===== config.mk =====
export PLATFORM = sky130hd
export DESIGN_NAME = rpo_front
export DESIGN_NICKNAME = d
export VERILOG_FILES = /design/src/rpo_pkg.sv /design/src/rpo_front.sv
export SDC_FILE = /design/constraint.sdc
export NUM_CORES = 1
export LEC_CHECK = 0
export ABC_AREA = 1
export BUFFER_PORTS_ARGS = -buffer_cell sky130_fd_sc_hd__clkbuf_2
export CORE_MARGIN = 8
export CORE_UTILIZATION = 52
export CTS_BUF_LIST = sky130_fd_sc_hd__clkbuf_4
export CTS_CLUSTER_SIZE = 20
export DETAILED_ROUTE_END_ITERATION = 6
export PLACE_DENSITY_LB_ADDON = 0.3
export REMOVE_ABC_BUFFERS = 1
export SLEW_MARGIN = 0
export SYNTH_ARGS = -nofsm -noshare
export SYNTH_HDL_FRONTEND = slang
export SYNTH_SLANG_ARGS = --single-unit

===== constraint.sdc =====
create_clock -name i_clk -period 9.8 [get_ports i_clk]
set_clock_uncertainty 0.05 [all_clocks]
set_input_delay 1.96 -clock i_clk [delete_from_list [all_inputs] [get_ports i_clk]]
set_output_delay 1.96 -clock i_clk [all_outputs]
set_load 0.02 [all_outputs]

===== src/rpo_pkg.sv =====
// Shared types, constants and widths for the raster pixel overlay block.
// Depends on nothing; every other source file imports it.
package rpo_pkg;

    localparam int FRAC_BITS = 16;
    localparam int W         = 32;
    localparam int STEP      = 4;
    localparam int DW        = W + FRAC_BITS;
    localparam int NSTG      = (DW + STEP - 1) / STEP;
    localparam int QW        = NSTG * STEP;
    localparam int IQ_DEPTH  = 4;
    localparam int IQ_AW     = $clog2(IQ_DEPTH);
    localparam int OQ_DEPTH  = 2 ** $clog2(NSTG + 3);
    localparam int OQ_AW     = $clog2(OQ_DEPTH);

    localparam logic [2:0] OP_ADD = 3'd0;
    localparam logic [2:0] OP_SUB = 3'd1;
    localparam logic [2:0] OP_MUL = 3'd2;
    localparam logic [2:0] OP_DIV = 3'd3;
    localparam logic [2:0] OP_MAX = 3'd4;
    localparam logic [2:0] OP_MIN = 3'd5;
    localparam logic [2:0] OP_AVG = 3'd6;
    localparam logic [2:0] OP_COV = 3'd7;

    localparam logic [1:0] REG_OPERATION = 2'd0;
    localparam logic [1:0] REG_NODATA    = 2'd1;
    localparam logic [1:0] REG_ND_EN     = 2'd2;

    localparam logic signed [W-1:0] MAX_W = {1'b0, {(W-1){1'b1}}};
    localparam logic signed [W-1:0] MIN_W = {1'b1, {(W-1){1'b0}}};

    typedef struct packed {
        logic [2:0]          op;
        logic signed [W-1:0] ndval;
        logic                nden;
    } t_cfg;

    typedef struct packed {
        logic signed [W-1:0] a;
        logic signed [W-1:0] b;
        logic [2:0]          op;
        logic                nd;
    } t_item;

    typedef struct packed {
        logic                valid;
        logic [2:0]          op;
        logic                nd;
        logic signed [W-1:0] res;
        logic                sat;
    } t_ctl;

endpackage


===== src/rpo_front.sv =====
// Front end: accepts input beats, flags no-data and divide-by-zero cases,
// and holds classified items in a short queue. Depends on rpo_pkg.
module rpo_front import rpo_pkg::*; (
    input  logic          i_clk,
    input  logic          i_rst_n,
    input  t_cfg          i_cfg,
    input  logic          s_tvalid,
    output logic          s_tready,
    input  logic [63:0]   s_tdata,   // value_a, value_b
    output logic          o_q_valid,
    output t_item         o_q_item,
    input  logic          i_q_pop
);

    t_item            r_mem [IQ_DEPTH];
    logic [IQ_AW-1:0] r_wptr, r_rptr;
    logic [IQ_AW:0]   r_cnt;
    t_item            n_item;
    logic             push;

    assign s_tready  = (r_cnt != IQ_DEPTH[IQ_AW:0]);
    assign push      = s_tvalid && s_tready;
    assign o_q_valid = (r_cnt != '0);
    assign o_q_item  = r_mem[r_rptr];

    always_comb begin
        n_item.a  = s_tdata[31:0];
        n_item.b  = s_tdata[63:32];
        n_item.op = i_cfg.op;
        n_item.nd = (i_cfg.nden && (n_item.a == i_cfg.ndval || n_item.b == i_cfg.ndval))
                    || (i_cfg.op == OP_DIV && n_item.b == '0);
    end

    always_ff @(posedge i_clk) begin
        if (push) begin
            r_mem[r_wptr] <= n_item;
        end
    end

    always_ff @(posedge i_clk) begin
        if (!i_rst_n) begin
            r_wptr <= '0;
            r_rptr <= '0;
            r_cnt  <= '0;
        end else begin
            if (push) begin
                r_wptr <= r_wptr + 1'b1;
            end
            if (i_q_pop) begin
                r_rptr <= r_rptr + 1'b1;
            end
            r_cnt <= r_cnt + (IQ_AW+1)'(push) - (IQ_AW+1)'(i_q_pop);
        end
    end

endmodule


==> metrics.cfg, run 1 <==
[layout]
layout-drive-gt1-share_pct=25.86
syn_to_final_growth_pct=16.96
fin_nets=1227
final_area_um2=13450

[sta]
setup_violations=0
hold_viol=0
max-slew-margin-rel_pct=28.09
worst_slew_pin_slew_ns=1.079
fmax_ghz=0.2061
fin_crit_ns=4.853
finalCritPeriodShare_pct=49.52
setup_tns_ns=0
finalMaxSlewViolations=0
rsz0062_at_grt=false
hold-worst-slack_ns=0.3881

[critical_path]
r2r-start=r_cnt[1]
setup.worst_path.end_class=primary output
critPathMaxFanout=70
criticalPathCategory=reg2out
cp.arrival_ns=2.84
critPathLaunchType=register
critical_path_required_ns=7.79

[job]
cap_violations=0

[place]
portBuffers=173
dpl.hpwl_mm=16.10
place_area_um2=12540
gp_congestion=0.7286

[drt]
vias=7686
via_per_inst=5.326
postRouteAntennaNets=0
drt_iter0_drc=518
drc=0
wl_per_cell_um=18.60
dr.pass1.iters=4
wl_mm=26.84

[power]
p_leak_nw=5.023
power_w=0.002936
ir_drop_mv=0.1856
powerDensity_nw_per_um2=218.2

[global_route]
grt_pass1_vias=7652
antenna_found_initial=2
grt_pass1_wl_mm=41.48
overflow=0
grt_max_degree=137
track_usage_pct=19.84

[cts]
post_cts_buffers=0
clk_pin_slew_ns=0.06
post_cts_resized=0
worstSkewPairLatency_ns=0.64
cts_tree=done
root_buffer=clkbuf_4
cts_max_path_buffers=3
cts_sinks=281
htreeDepth=3
numCtsBuffers=73
cts_hold_buf=0

[logic_synthesis]
synth_top_area_share_pct=71.01
yosysWarnings=0
yosysUniqueCellTypes=24
syn_inst=904
synth_area_leaders=edfxtp_1 71%, o21ai_0 5.9%, nor2_1 5.4%, xnor2_1 3.9%, o22ai_1 3.7%
synth.cell_area_um2=11500
synth_area_per_cell_um2=12.72
yosysTopAreaCell=edfxtp_1
synth_seq_area_share_pct=72.58
ys_ff_latch=281

[hold_path]
hp-class=reg2reg
hp-start=r_rptr[1]

[floorplan]
dieArea_um2=27130
rows=54
fp.dieH_um=164.7
core_um2=21760
start_util_pct=52.87
die_w_um=164.7
ioPinCount=174

[outcome]
status=finished clean

==> worst max-delay path: stages (launching register included) <==
cell and delay (ns):
dfxtp_4 0.80, buf_4 0.67, o21ai_0 0.20, o22ai_1 0.29, clkbuf_2 0.22
==> per-layer routing <==
| layer | GRT usage [%] | vias to the layer above | wire length [µm] |
|---|---|---|---|
| li1 | - | 3713 | - |
| met1 | 25.53 | 3657 | 11350 |
| met2 | 32.41 | 277 | 12940 |
| met3 | 5.010 | 37 | 2097 |
| met4 | 6.675 | 2 | 440 |
| met5 | 0 | - | 13 |
==> placed cells by master, fill, tap and decap left out, types with 6 or more instances in the layout <==
cell type / instances
nor2_1: 162
clkbuf_4: 107
nor4_1: 8
clkinv_1: 8
dfxtp_1: 7
nand2_1: 91
o22ai_1: 68
o21ai_0: 136
inv_1: 38
xnor2_1: 51
buf_4: 7
ha_1: 6
edfxtp_1: 272
clkbuf_2: 173
==> cell type report <==
class	instances	area, µm²
antenna	3	7.507
clock buffer	107	803.3
clock inverter	12	100.1
fill	1723	8303
inverter	40	155.1
multi-input combinational	540	2765
sequential	281	8353
tap	280	350.3
timing repair buffer	180	918.4
==> where the power goes <==
part	switching [W]	internal (W)	total, W
registers	0.0000350	0.00146	0.00150
logic	0.000327	0.000131	0.000458
clock network	0.000431	0.000547	0.000979
total	0.000793	0.00214	0.00294
==> through the flow <==
| step | util, % | instances | worst slack [ns] |
|---|---|---|---|
| after detailed placement | 57.65 | 1321 | 5.555 |
| after global placement | 57.65 | 1321 | 5.619 |
| after CTS | 61.80 | 1440 | 4.895 |
| after global routing | 61.84 | 1443 | 4.729 |
| after floorplan | - | 861 | 4.247 |
| final | 61.84 | 1443 | 4.947 |
==> Yosys cell counts <==
cell type / number
nand2_1: 91
a21oi_1: 4
xnor2_1: 51
nor4_1: 8
ha_1: 6
nand2_2: 1
nor2_1: 166
and3_1: 1
o22ai_1: 68
edfxtp_1: 272
inv_6: 1
buf_6: 9
nand4_1: 1
clkbuf_4: 2
clkbuf_2: 9
inv_2: 1
fa_1: 1
inv_1: 38
buf_2: 13
xor2_1: 1
clkbuf_1: 10
dfxtp_1: 9
o21ai_1: 5
o21ai_0: 136
==> sequential cells by signal, indices dropped and copies added (netlist names), named ones only <==
signal and cells:
r_mem 272, r_cnt 3, r_rptr 2, r_wptr 2
==> final timing paths <==
check,end,slack [ns],cells past startpoint
setup / recovery,o_q_item[26],4.95,4
hold / removal,register,0.39,1
setup reg to reg,r_mem[2][45],7.20,5
hold reg to reg,register,0.39,1
==> logic make-up after synthesis <==
| logic type | Yosys count | synth area share [%] |
|---|---|---|
| AO/OA/AOI/OAI | 213 | 10.01 |
| XOR/XNOR | 52 | 3.960 |
| adder cells (fa/ha/maj) | 7 | 0.8267 |
| buffers and inverters | 83 | 3.644 |
| flip-flops | 281 | 72.58 |
| AND/OR/NAND/NOR | 268 | 8.985 |
Power figures use the tool's default switching activity.
==> run 2, diff against run 1 <==
--- a/config.mk
+++ b/config.mk
@@ -5,7 +5,7 @@
 export SDC_FILE = /design/constraint.sdc
 export NUM_CORES = 1
 export LEC_CHECK = 0
-export ABC_AREA = 1
+export ABC_AREA = 0
 export BUFFER_PORTS_ARGS = -buffer_cell sky130_fd_sc_hd__clkbuf_2
 export CORE_MARGIN = 8
 export CORE_UTILIZATION = 52
==> constraint.sdc (replaced) <==
create_clock -name i_clk -period 4 [get_ports i_clk]
set_clock_uncertainty 0.05 [all_clocks]
set_input_delay 0.8 -clock i_clk [delete_from_list [all_inputs] [get_ports i_clk]]
set_output_delay 0.8 -clock i_clk [all_outputs]
set_load 0.02 [all_outputs]
==> run 2 against run 1 <==
Clock-buffer cell count is 3 higher; clock power is 150% higher; critical path depth is 1 lower; setup slack worse by 4.3 ns; sequential cell count stayed put; via count is 24% lower; cell count is 27% lower; sequential power is 150% higher; synthesized area is 3.8% lower; combinational power grew to 2.6 times the previous value; global-route usage is 0.73 points lower; synthesized cell count is 45% lower; critical endpoint is now o_q_item[56]; largest cell class unchanged.
==> metrics.cfg, run 2 <==
[logic_synthesis]
ys_ff_latch=281  ; unchanged
synth_seq_area_share_pct=75.48  ; +2.9 points
netlist_top_cells_count=272 x edfxtp_1, 68 x mux4_2, 65 x xor2_1
synth-main-ff-cell=edfxtp_1
synth.cell_area_um2=11060  ; -3.8%
synthArstFlopShare_pct=0  ; unchanged
synth_most_common_cell=edfxtp_1
yosysTopAreaCell=edfxtp_1
synth_top_area_share_pct=73.85  ; +2.8 points
yosysWarnings=0  ; unchanged
syn_inst=500  ; -45%
synth_edf_count=272  ; unchanged
synth_area_per_cell_um2=22.12  ; +74%
yosysUniqueCellTypes=27  ; +13%
synth_area_leaders=edfxtp_1 74%, mux4_2 14%, xor2_1 5.1%, dfxtp_1 1.6%, nor4_1 1.2%

[floorplan]
ioPinCount=174  ; unchanged
die_w_um=161.8  ; -1.7%
dieArea_um2=26190  ; -3.5%
fp.dieH_um=161.8  ; -1.7%
rows=53  ; -1.9%
core_um2=20960  ; -3.7%
start_util_pct=52.78  ; -0.087 points

[global_route]
grt_pass1_wl_mm=37.28  ; -10%
grt_max_degree=69  ; -50%
track_usage_pct=19.11  ; -0.73 points
gr-max-usage-layer=met2
grt_pass1_vias=6501  ; -15%
use_met1_pct=23.66  ; -1.9 points
antenna_found_initial=3  ; +1
gr-usage-met2_pct=31.34  ; -1.1 points
overflow=0  ; unchanged
met3_usage_pct=6.125  ; +1.1 points

[cts]
cts_max_path_buffers=3  ; unchanged
worstSkewPairLatency_ns=0.63  ; about the same
post_cts_resized=0  ; unchanged
cts_sinks=281  ; unchanged
htreeDepth=3  ; unchanged
root_buffer=clkbuf_4
cts_tree=done
numCtsBuffers=72  ; -1.4%
post_cts_buffers=0  ; unchanged
clk_pin_slew_ns=0.07  ; about the same
cts_hold_buf=0  ; unchanged

[outcome]
status=finished clean

[hold_path]
hp-class=in2reg
whs_endpoint=r_mem[0][64]
hp-start=s_tdata[28]
hold-path-cell-count=1  ; unchanged

[sta]
finalCritPeriodShare_pct=82.63
worst_slew_pin_slew_ns=1.128  ; +0.04901 ns
fin_crit_ns=3.305
hold_viol=0  ; unchanged
rsz0062_at_grt=false
setup_violations=0  ; unchanged
fmax_ghz=0.3026
finalMaxSlewViolations=0  ; unchanged
max-slew-margin-rel_pct=24.82  ; -3.3 points
setup_tns_ns=0  ; unchanged

[layout]
final_cells=1058  ; -27%
mostFrequentLayoutCell=edfxtp_1
regMostFlops=r_mem
largestRegisters=r_mem x272, r_cnt x3
layout-drive-gt1-share_pct=46.61  ; +21 points
largest_reg_flops=272  ; unchanged
fin_nets=844  ; -31%
syn_to_final_growth_pct=18.62
mostFrequentLayoutCells=272 x edfxtp_1, 173 x clkbuf_2, 110 x clkbuf_4
final_area_um2=13120  ; -2.5%

[job]
cap_violations=0  ; unchanged

[power]
ir_drop_mv=0.6344  ; +240%
p_leak_nw=4.662  ; -7.2%
powerDensity_nw_per_um2=556.3  ; +150%

[drt]
wl_mm=24.66  ; -8.1%
via_per_inst=5.521  ; +3.6%
dr.pass1.iters=5  ; +1
drc=0  ; unchanged
drt_iter0_drc=295  ; -43%
wl_per_cell_um=23.31  ; +25%
postRouteAntennaNets=0  ; unchanged
vias=5841  ; -24%

[place]
dpl.hpwl_mm=15.92  ; -1.1%
gp_congestion=0.7573  ; +3.9%
numPlacedInstances=934  ; -29%
place_area_um2=12190  ; -2.8%
portBuffers=173  ; unchanged

[critical_path]
reg2reg_to=r_cnt[2]
r2r_slack_ns=1.54  ; -5.66 ns
critPathMaxFanout=25  ; -64%
reg2reg_depth=12  ; +7
criticalPathCategory=reg2out
critical_path_required_ns=3.15  ; -4.64 ns
critPathLaunchType=register
setup.worst_path.end_class=primary output
r2r-start=r_cnt[1]
cp.arrival_ns=2.46  ; -0.38 ns

-- run 2: cell count changes in the layout (fill, tap and decap cells not counted), sizes merged, moves of 14 or more --
cell	delta
xor2	+64
xnor2	-47
mux4	+68
inv	-34
o21ai	-141
nor4	+14
nand2	-87
nor2	-165
o22ai	-67
-- run 2: critical path, stage by stage (launching register included) --
cell and delay [ns]:
dfxtp_4 0.69, buf_4 0.40, mux4_2 0.55, clkbuf_2 0.17
-- run 2: report_power, final --
group	internal [W]	total [W]	switching (W)	leakage (nW)
registers	0.00358	0.00369	0.000113	2.57
logic	0.000447	0.00117	0.000719	1.54
clock network	0.00137	0.00244	0.00107	0.557
-- run 2: worst max path at each step --
stage	from	to	slack [ns]	depth (start not counted)
3_3_place_gp	register	o_q_item[56]	1.27	3
4_1_cts	register	o_q_item[56]	0.57	3
6_report	register	o_q_item[56]	0.69	3
5_1_grt	register	o_q_item[9]	0.49	3
2_1_floorplan	register	o_q_item[0]	-0.46	1
3_5_place_dp	register	o_q_item[56]	1.26	3
-- run 2: cell type report --
type	count	area, µm²
repair buffers	175	893.4
clock inverters	12	100.1
inverters	5	18.77
diodes	2	5.005
well taps	275	344.1
multi-input cells	198	2577
fillers	1561	7835
flip-flops and latches	281	8356
clock buffers	110	825.8
-- run 2: metrics by stage --
step | total power (W) | util, % | hold slack (ns) | setup slack (ns)
2_1_floorplan | 0.004464 | - | 0.4264 | -0.4635
3_3_place_gp | 0.004909 | 58.17 | 0.4381 | 1.272
4_1_cts | 0.007390 | 62.59 | 0.2912 | 0.5718
3_5_place_dp | 0.004947 | 58.17 | 0.4552 | 1.258
5_1_grt | 0.007644 | 62.61 | 0.2795 | 0.4866
6_report | 0.007299 | 62.61 | 0.3547 | 0.6948
-- run 2: cell families after synthesis --
group / count (synthesis) / synth area share (%)
fa+ha+maj: 7 / 0.8597
buf+inv: 21 / 1.403
xor+xnor: 69 / 5.464
flops: 281 / 75.48
simple gates: 51 / 2.760
compound gates: 3 / 0.1924
mux: 68 / 13.85
-- run 2: layer usage --
layer	up-vias	wire, µm
met5	-	13
met4	2	372
met3	35	1946
met2	239	12630
met1	2986	9699
li1	2579	-
==> run 3, diff against run 2 <==
==> constraint.sdc (replaced) <==
create_clock -name i_clk -period 2.7 [get_ports i_clk]
set_clock_uncertainty 0.05 [all_clocks]
set_input_delay 0.54 -clock i_clk [delete_from_list [all_inputs] [get_ports i_clk]]
set_output_delay 0.54 -clock i_clk [all_outputs]
set_load 0.02 [all_outputs]
==> run 3 against run 2 <==
Setup slack worse by 0.63 ns; sequential cell count is the same; global-route usage about the same; combinational power increased by 68%; core utilization is 1.2 points higher; power grew 49%; via count grew 0.77%; cell count rose by 0.95%; die area is the same; worst hold slack lost 0.27 ns; largest cell class unchanged.
==> metrics.cfg, run 3 (synthesized netlist as in run 2, its figures left out) <==
[hold_path]
hp-start=i_cfg[35]
whs_endpoint=r_mem[2][3]
hold-path-cell-count=1  ; unchanged
hp-class=in2reg

[power]
switching_power_w=0.002868  ; +51%
pwr-share-comb_pct=18.1  ; +2.1 points
ir_drop_mv=0.3759  ; -41%
p_leak_nw=4.753  ; +2.0%
p_clk_share_pct=32.2  ; -1.3 points
powerDensity_nw_per_um2=811.7  ; +46%
power_w=0.01086  ; +49%
seq_power_share_pct=49.7  ; -0.8 points
p_int_w=0.007994  ; +48%
p_sw_share_pct=26.41  ; +0.34 points

[drt]
drt_iter0_drc=506  ; +72%
wl_per_cell_um=23.62  ; +1.3%
drc=0  ; unchanged
postRouteAntennaNets=0  ; unchanged
vias=5886  ; +0.77%
via_per_inst=5.511  ; -0.17%
dr.pass1.iters=4  ; -1
wl_mm=25.22  ; +2.3%

[cts]
cts_hold_buf=0  ; unchanged
numCtsBuffers=70  ; -2.8%
cts_tree=done
worstSkewPairLatency_ns=0.64  ; about the same
htreeDepth=3  ; unchanged
root_buffer=clkbuf_4
clk_pin_slew_ns=0.06  ; about the same
cts_sinks=281  ; unchanged
post_cts_buffers=0  ; unchanged
cts_max_path_buffers=3  ; unchanged

[global_route]
grt_pass1_wl_mm=37.20  ; -0.20%
grt_pass1_vias=6434  ; -1.0%
antenna_found_initial=3  ; unchanged
grt_max_degree=47  ; -32%
overflow=0  ; unchanged
track_usage_pct=19.13  ; +0.019 points

[critical_path]
critPathLaunchType=register
reg2reg_to=r_cnt[2]
setup.worst_path.end_class=primary output
criticalPathCategory=reg2out
path_delay_family=multiplexers
cp.arrival_ns=2.05  ; -0.41 ns
r2r_slack_ns=0.17  ; -1.37 ns
critical_path_required_ns=2.11  ; -1.04 ns
critPathMaxFanout=23  ; -8.0%
reg2reg_depth=12  ; unchanged
cp_slowest_cell=mux4_2
cp_num_buf_inv=2  ; unchanged
r2r-start=r_cnt[1]
slowest_delay_ns=0.54  ; -0.15 ns
path_cells=clkbuf_16, mux4_2, buf_2

[sta]
rsz0062_at_grt=true
fin_crit_ns=2.636
finalMaxSlewViolations=0  ; unchanged
finalCritPeriodShare_pct=97.64
hold_viol=0  ; unchanged
setup_violations=0  ; unchanged
worst_slew_pin_slew_ns=0.6330  ; -0.4947 ns
fmax_ghz=0.3793
max-slew-margin-rel_pct=57.41  ; +33 points
setup_tns_ns=0  ; unchanged
worst_slack_ns=0.06384  ; -0.6309 ns

[layout]
regMostFlops=r_mem
layout-drive-gt1-share_pct=46.58  ; about the same
largestRegisters=r_mem x272, r_cnt x3
nFillCells=1517  ; -2.8%
largest_reg_flops=272  ; unchanged
syn_to_final_growth_pct=20.98
fin_nets=855  ; +1.3%
mostFrequentLayoutCells=272 x edfxtp_1, 120 x clkbuf_2, 101 x clkbuf_4
mostFrequentLayoutCell=edfxtp_1

[place]
gp_congestion=0.7589  ; +0.21%
post-place-ws_ns=0.2021  ; -1.056 ns
portBuffers=173  ; unchanged
dpl.hpwl_mm=16.95  ; +6.5%

[floorplan]
ioPinCount=174  ; unchanged
die_w_um=161.8  ; unchanged
core_um2=20960  ; unchanged
rows=53  ; unchanged
fp.dieH_um=161.8  ; unchanged
start_util_pct=52.78  ; unchanged
dieArea_um2=26190  ; unchanged

[outcome]
status=finished clean

[job]
cap_violations=0  ; unchanged

## run 3: cell types whose count changed in the layout (fill, tap and decap cells not counted), sizes merged
| cell | before | now |
|---|---|---|
| buf | 2 | 67 |
| clkbuf | 283 | 222 |
| clkinv | 9 | 14 |
| diode | 2 | 3 |
## run 3: worst reg2reg max path, stage by stage (launching register included)
cell and delay [ns]:
dfxtp_1 0.43, nor2_1 0.09, nand2_1 0.19, and2_1 0.22
inv_1 0.09, ha_1 0.27, inv_1 0.05, ha_1 0.14
inv_1 0.06, fa_1 0.41, xnor2_1 0.15, xnor2_1 0.12
and2_1 0.15
## run 3: worst max path at each step
stage                     cells past startpoint  slack [ns]            to
after CTS                                     3       -0.09   o_q_item[5]
after global placement                       11        0.35      r_cnt[2]
after floorplan                               1       -1.50   o_q_item[0]
after detailed placement                     12        0.20      r_cnt[2]
after global routing                          3       -0.06  o_q_item[12]
final                                         3        0.06  o_q_item[12]
## run 3: power groups by stage
stage	clock (W)	combinational (W)	sequential (W)
after floorplan	0	0.00107	0.00554
after global placement	0	0.00186	0.00545
after detailed placement	0	0.00189	0.00549
after CTS	0.00357	0.00191	0.00540
after global routing	0.00380	0.00210	0.00543
final	0.00349	0.00197	0.00540
## run 3: routing by layer
layer	global-route usage (%)	vias to the layer above	share of wire (%)
met3	5.315	34	7.3
met5	0	-	0
li1	-	2621	-
met2	30.66	245	50
met4	7.828	0	2.1
met1	24.38	2986	41
## run 3: through the flow
step / utilization (%) / area (µm²) / hold slack, ns / cells
2_1_floorplan: - / 10920 / 0.4264 / 484
3_3_place_gp: 58.84 / 12330 / 0.4458 / 946
3_5_place_dp: 58.84 / 12330 / 0.4822 / 946
4_1_cts: 63.16 / 13240 / 0.02664 / 1064
5_1_grt: 63.86 / 13380 / 0.03389 / 1068
6_report: 63.86 / 13380 / 0.08561 / 1068
## run 3: cell type report
cell class	count	area (µm²)	area share [%]
diodes	3	7.507	0.05610
clock buffers	101	758.2	5.666
clock inverters	17	118.9	0.8883
inverters	5	18.77	0.1403
multi-input cells	198	2577	19.26
flip-flops and latches	281	8356	62.44
well taps	275	344.1	2.571
repair buffers	188	1201	8.976
## run 3: repair_timing
action,CTS,global route
endpoints found under the setup margin,68,68
endpoints found under the hold margin,0,0
gates resized for setup,6,89
cloned,0,1
